[src/rtl/core/uvs_pkg.sv]
// ----------------------------------------------------------------------------
// uvs_pkg
// Shared types and constants for the UV sphere vertex generator.
// ----------------------------------------------------------------------------
package uvs_pkg;

    // field widths and fixed-point format
    localparam int COORD_W    = 16;
    localparam int COORD_FRAC = 14;
    localparam int POLAR_W    = 11;
    localparam int AZIM_W     = 10;
    localparam int CFG_W      = 11;
    localparam int CFG_IDX_W  = 1;
    localparam int CORDIC_XW  = 34;
    localparam int MAX_STAGES = 32;

    // register indexes
    localparam logic [CFG_IDX_W-1:0] REG_SLICES = 1'b0;
    localparam logic [CFG_IDX_W-1:0] REG_RINGS  = 1'b1;

    localparam logic [CFG_W-1:0] SLICES_RESET = 11'd16;
    localparam logic [CFG_W-1:0] RINGS_RESET  = 11'd8;

    // CORDIC start value: gain 0.607252935 in Q30
    localparam logic signed [CORDIC_XW-1:0] GAIN_Q30 = 34'sd652032874;

    localparam logic signed [COORD_W-1:0] COORD_LIM = 16'sd16384;

    typedef struct packed {
        logic [POLAR_W-1:0] polar_step;
        logic [AZIM_W-1:0]  azimuth_step;
    } req_t;

    typedef struct packed {
        logic signed [COORD_W-1:0] coord_x;
        logic signed [COORD_W-1:0] coord_y;
        logic signed [COORD_W-1:0] coord_z;
        logic                      index_ok;
    } vtx_t;

    // control that travels with each pipeline stage
    typedef struct packed {
        logic valid;
        logic ok;
    } ctl_t;

    // atan(2^-i) in units of 2^-32 turn
    function automatic logic signed [31:0] atan_turn(input int unsigned i);
        logic signed [31:0] a;
        case (i)
            0:  a = 32'sh20000000;
            1:  a = 32'sh12E4051E;
            2:  a = 32'sh09FB385B;
            3:  a = 32'sh051111D4;
            4:  a = 32'sh028B0D43;
            5:  a = 32'sh0145D7E1;
            6:  a = 32'sh00A2F61E;
            7:  a = 32'sh00517C55;
            8:  a = 32'sh0028BE53;
            9:  a = 32'sh00145F2F;
            10: a = 32'sh000A2F98;
            11: a = 32'sh000517CC;
            12: a = 32'sh00028BE6;
            13: a = 32'sh000145F3;
            14: a = 32'sh0000A2FA;
            15: a = 32'sh0000517D;
            16: a = 32'sh000028BE;
            17: a = 32'sh0000145F;
            18: a = 32'sh00000A30;
            19: a = 32'sh00000518;
            20: a = 32'sh0000028C;
            21: a = 32'sh00000146;
            22: a = 32'sh000000A3;
            23: a = 32'sh00000051;
            24: a = 32'sh00000029;
            25: a = 32'sh00000014;
            26: a = 32'sh0000000A;
            27: a = 32'sh00000005;
            28: a = 32'sh00000003;
            29: a = 32'sh00000001;
            30: a = 32'sh00000001;
            default: a = 32'sh00000000;
        endcase
        return a;
    endfunction

endpackage

[src/rtl/core/uvs_div.sv]
// ----------------------------------------------------------------------------
// uvs_div
// Two-lane pipelined restoring divider, one quotient bit per stage.
// ----------------------------------------------------------------------------
module uvs_div #(
    parameter int QW = 17,
    parameter int NW = 28,
    parameter int DW = 12
) (
    input  logic              clk,
    input  logic              rst_n,
    input  logic              en,
    input  uvs_pkg::ctl_t     ctl_in,
    input  logic [NW-1:0]     num_p,
    input  logic [DW-1:0]     den_p,
    input  logic [NW-1:0]     num_a,
    input  logic [DW-1:0]     den_a,
    output uvs_pkg::ctl_t     ctl_out,
    output logic [QW-1:0]     q_p,
    output logic [QW-1:0]     q_a
);
    import uvs_pkg::*;

    ctl_t          ctl_reg [0:QW];
    logic [DW-1:0] rem_reg [0:1][0:QW];
    logic [QW-1:0] low_reg [0:1][0:QW];
    logic [DW-1:0] den_reg [0:1][0:QW];

    // control pipeline
    always_ff @(posedge clk or negedge rst_n)
    begin
        if (!rst_n)
        begin
            for (int k = 0; k <= QW; k++)
            begin
                ctl_reg[k] <= '0;
            end
        end
        else if (en)
        begin
            ctl_reg[0] <= ctl_in;
            for (int k = 0; k < QW; k++)
            begin
                ctl_reg[k+1] <= ctl_reg[k];
            end
        end
    end

    // load: high part of the dividend starts the remainder
    always_ff @(posedge clk)
    begin
        if (en)
        begin
            rem_reg[0][0] <= DW'(num_p >> QW);
            low_reg[0][0] <= num_p[QW-1:0];
            den_reg[0][0] <= den_p;
            rem_reg[1][0] <= DW'(num_a >> QW);
            low_reg[1][0] <= num_a[QW-1:0];
            den_reg[1][0] <= den_a;
        end
    end

    // one trial subtract per stage and lane
    for (genvar l = 0; l < 2; l++)
    begin : g_lane
        for (genvar k = 0; k < QW; k++)
        begin : g_stage
            logic [DW:0] trial;
            logic        ge;

            always_comb
            begin
                trial = {rem_reg[l][k], low_reg[l][k][QW-1]};
                ge    = trial >= {1'b0, den_reg[l][k]};
            end

            always_ff @(posedge clk)
            begin
                if (en)
                begin
                    rem_reg[l][k+1] <= ge ? DW'(trial - {1'b0, den_reg[l][k]})
                                          : trial[DW-1:0];
                    low_reg[l][k+1] <= {low_reg[l][k][QW-2:0], ge};
                    den_reg[l][k+1] <= den_reg[l][k];
                end
            end
        end
    end

    assign ctl_out = ctl_reg[QW];
    assign q_p     = low_reg[0][QW];
    assign q_a     = low_reg[1][QW];

endmodule

[config.mk]
export PLATFORM = sky130hd
export DESIGN_NAME = uvs_div
export DESIGN_NICKNAME = d
export VERILOG_FILES = /design/src/rtl/core/uvs_pkg.sv /design/src/rtl/core/uvs_div.sv
export SDC_FILE = /design/constraint.sdc
export NUM_CORES = 2
export LEC_CHECK = 0
export ABC_AREA = 1
export CAP_MARGIN = 20
export CELL_PAD_IN_SITES_DETAIL_PLACEMENT = 2
export CELL_PAD_IN_SITES_GLOBAL_PLACEMENT = 2
export CORE_ASPECT_RATIO = 0.75
export CORE_MARGIN = 5
export CORE_UTILIZATION = 46
export CTS_CLUSTER_SIZE = 16
export DETAILED_ROUTE_END_ITERATION = 8
export DONT_BUFFER_PORTS = 1
export GPL_TIMING_DRIVEN = 0
export PLACE_DENSITY = 0.89
export SYNTH_ARGS = -nofsm -noshare
export SYNTH_HDL_FRONTEND = slang
export SYNTH_SLANG_ARGS = --single-unit
[constraint.sdc]
create_clock -name clk -period 2.8 [get_ports clk]
set_input_delay 0.28 -clock clk [delete_from_list [all_inputs] [get_ports clk]]
set_output_delay 0.28 -clock clk [all_outputs]
set_load 0.02 [all_outputs]
# Word-level counts from Yosys, hierarchy flattened
# Memory sizes are Yosys's and may differ from the RTL's.
# Index checks and enable logic that the tools add are counted.
[word_totals]
ff_bits = 36
mem_bits_rw = 1474
output_inout_bits = 36
elab_cells = 143
n_memories = 3
[memory_table]
columns = ["name", "words", "word_bits", "rd", "rd_clocked_by_memory_dff", "wr", "line_no", "rtl"]
rows = [
  ["low_reg", 2, 306, 2, 0, 2, "uvs_div.sv:26", "logic [QW-1:0] low_reg [0:1][0:QW];"],
  ["den_reg", 2, 216, 2, 0, 2, "uvs_div.sv:27", "logic [DW-1:0] den_reg [0:1][0:QW];"],
  ["rem_reg", 2, 215, 2, 0, 2, "uvs_div.sv:25", "logic [DW-1:0] rem_reg [0:1][0:QW];"],
]
[classes]
n_addsub = 34
order_cmp = 34
muxes = 36
[ops]
columns = ["cell", "n"]
rows = [
  ["13-bit by 12-bit greater-or-equal comparator with 1-bit output", 34],
  ["12-bit 2-to-1 mux", 34],
  ["12-bit subtractor", 34],
  ["1-bit 2-to-1 mux", 2],
]

# Logic depth before layout (Yosys ltp)
# An unclocked memory read counts as a cell.
[depth]
word_depth = 3
ltp_mapped = 12
ltp_nobuf = 11

# Worst setup path before layout
# Ideal clock, no wire load.
[synth_timing]
path_kind = "flip-flop to flip-flop"
from = "mem rem_reg[0][103] (netlist name)"
to = "mem rem_reg[0][90] (netlist name), data pin"
setup_ns = 0.253
t_arrival_ns = 1.621
slack_ns = 0.926
stages_incl_launch_ff = 11
n_path_buf = 1
period_less_slack_ns = 1.874
cell_sequence = "edfxtp_1 -> ha_1 -> nand2_2 -> inv_2 -> nand2_1 -> nand2_2 -> a21oi_4 -> nand3_4 -> buf_12 -> nand2_2 -> nand2_1"
[synth_rtl]
columns = ["element", "line_no"]
rows = [
  ["from (decl)", "uvs_div.sv:25"],
]

==> impl_metrics.py <==
metrics = {
    "outcome": {
        "status": "complete, but fails checks",
        "violations": "negative hold slack, negative setup slack",
    },
    "timing": {
        "max_slew_margin_pct": 21.73,
        "fin_crit_sh_pct": 104.4,
        "report.final.slew_viol_count": 0,
        "fin_tns_setup_ns": -1.398,
        "holdWs_ns": -0.01743,
        "setup_slack_ns": -0.1228,
        "finalHoldViolations": 1,
        "tightest_slew_ns": 1.174,
        "fmax_mhz": 342.1,
        "setup_viol": 27,
        "fin_crit_ns": 2.923,
        "fin_skew_ns": 0.05155,
        "rsz0062_at_grt": "yes",
    },
    "synth": {
        "synthSimpleGateAreaFrac_pct": 21.41,
        "synthTopCellsByArea": "edfxtp_1 (56%), nand2_1 (10%), inv_1 (7.0%)",
        "synth.area.mux_share_pct": 0,
        "synth-xor-area-share_pct": 1.960,
        "ys_ff_latch": 1462,
        "yosysTopAreaCellShare_pct": 56.05,
        "synth-compound-area-share_pct": 3.283,
        "synth-warning-count": 0,
        "yosysUniqueCellTypes": 38,
        "synth_top_family_by_area": "simple AND/OR/NAND/NOR gates",
        "async_flop_share_pct": 2.462,
        "synthFlopType": "edfxtp_1",
        "netlist_instances": 7633,
        "yosys.area.top_type": "edfxtp_1",
        "synth_fa_ha_area_share_pct": 7.520,
        "syn-num-nets": 8158,
        "synth_edf_count": 1426,
        "ys_seq_area_share_pct": 57.23,
        "synth_area_mm2": 0.07640,
        "synth_top_cells_by_count": "nand2_1 (2100), inv_1 (1434), edfxtp_1 (1426), nand3_1 (421), ha_1 (408)",
        "synth.avg_cell_area_um2": 10.01,
        "synth_most_common_cell": "nand2_1",
    },
    "floorplan": {
        "io_pins": 121,
        "dieArea_mm2": 0.1744,
        "initial_core_util_pct": 46.32,
        "rows": 129,
        "die_x_um": 480.6,
        "core-area_mm2": 0.1650,
        "dieHeight_um": 362.9,
    },
    "place": {
        "dp_hpwl_mm": 193.0,
        "io_buffers": 0,
        "place_congestion": 0.8759,
    },
    "finish": {
        "largest_reg_flops": 612,
        "syn2layout_area_growth_pct": 12.10,
        "drive_gt1_share_pct": 9.526,
        "n_fill_cell": 16760,
        "nets": 8425,
    },
    "clock_network": {
        "cts_max_level": 4,
        "root_buffer": "clkbuf_16",
        "numCtsBuffers": 157,
        "clk_pin_slew_ns": 0.08,
        "clockBufferDepth": 3,
        "clock_latency_ns": 0.86,
        "cts_tree": "yes",
        "cts_sinks": 1462,
    },
    "routing": {
        "dr_wl_met2_mm": 172.6,
        "met3RoutedLength_mm": 24.71,
        "ant_nets": 0,
        "vias_per_cell": 6.242,
        "met1Wirelength_mm": 122.5,
        "drt_iter0_drc": 7292,
        "num_vias": 63980,
        "wl_per_cell_um": 34.18,
        "drc_errors": 0,
        "highest_layer": "met5",
        "drtPass1Iterations": 6,
        "wirelength_mm": 350.3,
    },
    "hold_path": {
        "min_path_type": "in2reg",
    },
    "flow_run": {
        "drv_cap": 0,
    },
    "power_and_ir_drop": {
        "power_mw": 101.3,
        "leakage_nw": 38.83,
        "ir_drop_mv": 0.7585,
        "power_density_mw_per_mm2": 1183,
    },
    "worst_setup_path": {
        "worst_setup_path_start_kind": "flop",
        "crit_path_top_delay_cell": "edfxtp_1",
        "critPathMaxStageDelay_ns": 0.53,
        "crit_fanout": 10,
        "critPathCaptureType": "flop",
        "path_delay_family": "simple AND/OR/NAND/NOR gates",
        "crit_chain": "inv_1, ha_2, nand2_1, nor2_1, nand2_1, nand3_1, nand2_2, nand3_2, buf_6, nand3_1, nand2_1",
        "criticalPathCategory": "reg2reg",
        "critPathMostFrequentCell": "nand2_1",
        "critPathBufInv": 2,
        "r2r_slack_ns": -0.12,
        "cp.arrival_ns": 3.60,
        "crit_required_ns": 3.48,
    },
    "grt": {
        "grt-ovfl-total": 0,
        "first_global_vias": 70880,
        "grt_max_degree": 1428,
        "grt_usage_pct": 38.77,
        "grt_pass1_wl_mm": 501.4,
        "antenna_found_initial": 13,
    },
}
==> metal layers <==
layer | GRT usage, % | vias to the layer above
li1 | - | 25670
met1 | 42.15 | 32310
met2 | 67.98 | 4197
met3 | 7.977 | 1794
met4 | 27.01 | 10
met5 | 0 | -
==> final timing paths <==
| kind | cells after the start | endpoint | from |
|---|---|---|---|
| worst max-delay path | 11 | rem_reg[1][58]$_DFFE_PP_ | den_reg[1][64]$_DFFE_PP_ |
| worst min-delay path | 1 | den_reg[1][111]$_DFFE_PP_ | en |
| worst max register to register | 11 | rem_reg[1][58]$_DFFE_PP_ | den_reg[1][64]$_DFFE_PP_ |
| worst min register to register | 0 | low_reg[1][28]$_DFFE_PP_ | low_reg[1][44]$_DFFE_PP_ |
| max in group asynchronous | 4 | ctl_reg[16]$_DFFE_PN0P_ | rst_n |
| min in group asynchronous | 4 | ctl_reg[10]$_DFFE_PN0P_ | rst_n |
==> cell families after synthesis <==
logic type,Yosys count
XOR/XNOR,171
AND/OR/NAND/NOR,3543
AO/OA/AOI/OAI,414
flip-flops,1462
adder cells (fa/ha/maj),440
buffers and inverters,1603
==> metrics by stage <==
step	setup WS (ns)	util [%]	hold slack [ns]	area (µm²)	cells
floorplan	0.9260	-	-0.01559	76400	7633
global placement	0.4731	48.01	-0.01406	79190	9860
detailed placement	0.1866	48.01	-0.01491	79190	9860
CTS	0.006534	51.61	-0.1430	85140	10230
global route	-0.1148	51.92	0.02170	85650	10250
finish	-0.1228	51.92	-0.01743	85650	10250
==> worst register-to-register path, cell delays in order, from the launching register on <==
cell and delay (ns):
edfxtp_1 0.53, inv_1 0.15, ha_2 0.49, nand2_1 0.21, nor2_1 0.25, nand2_1 0.13, nand3_1 0.18, nand2_2 0.19
nand3_2 0.15, buf_6 0.20, nand3_1 0.12, nand2_1 0.15
==> cell type report <==
cell class | count | area [µm²] | share of cell area, %
well taps | 2227 | 2786 | 3.253
inverters | 1485 | 5574 | 6.508
plain buffers | 118 | 997.2 | 1.164
flip-flops and latches | 1462 | 43720 | 51.05
diodes | 2 | 5.005 | 0.005844
repair buffers | 108 | 1261 | 1.473
clock inverters | 80 | 749.5 | 0.8751
clock buffers | 199 | 4308 | 5.030
multi-input cells | 4568 | 26240 | 30.64
==> placed cells by master, fill, tap and decap left out, drive strengths merged <==
master,n
and2,3
bufinv,12
buf,130
ha,408
clkinv,55
nand2,2177
nor3b,2
nand3,540
dlygate4sd3,85
o211ai,2
a21oi,177
xor2,139
nand3b,59
clkinvlp,10
xnor2,32
diode,2
dfrtp,36
nor2,407
nor3,63
edfxtp,1426
inv,1488
clkbuf,210
fa,32
o21ai,235
nand4,292
==> timing repair <==
action | in CTS | in global routing
pin swaps | 0 | 1
endpoints found under the setup margin | 21 | 211
cloned | 0 | 3
hold buffers | 86 | 2
resized for setup | 3 | 28
hold endpoints to repair | 257 | 89
setup buffers | 0 | 10
==> power breakdown <==
| group | internal (mW) | total, mW | switching (mW) |
|---|---|---|---|
| Combinational | 12.2 | 44.6 | 32.4 |
| Sequential | 29.9 | 33.8 | 3.92 |
| Clock | 12.0 | 22.9 | 10.9 |
| Total | 54.1 | 101 | 47.2 |
Power figures use the tool's default switching activity.
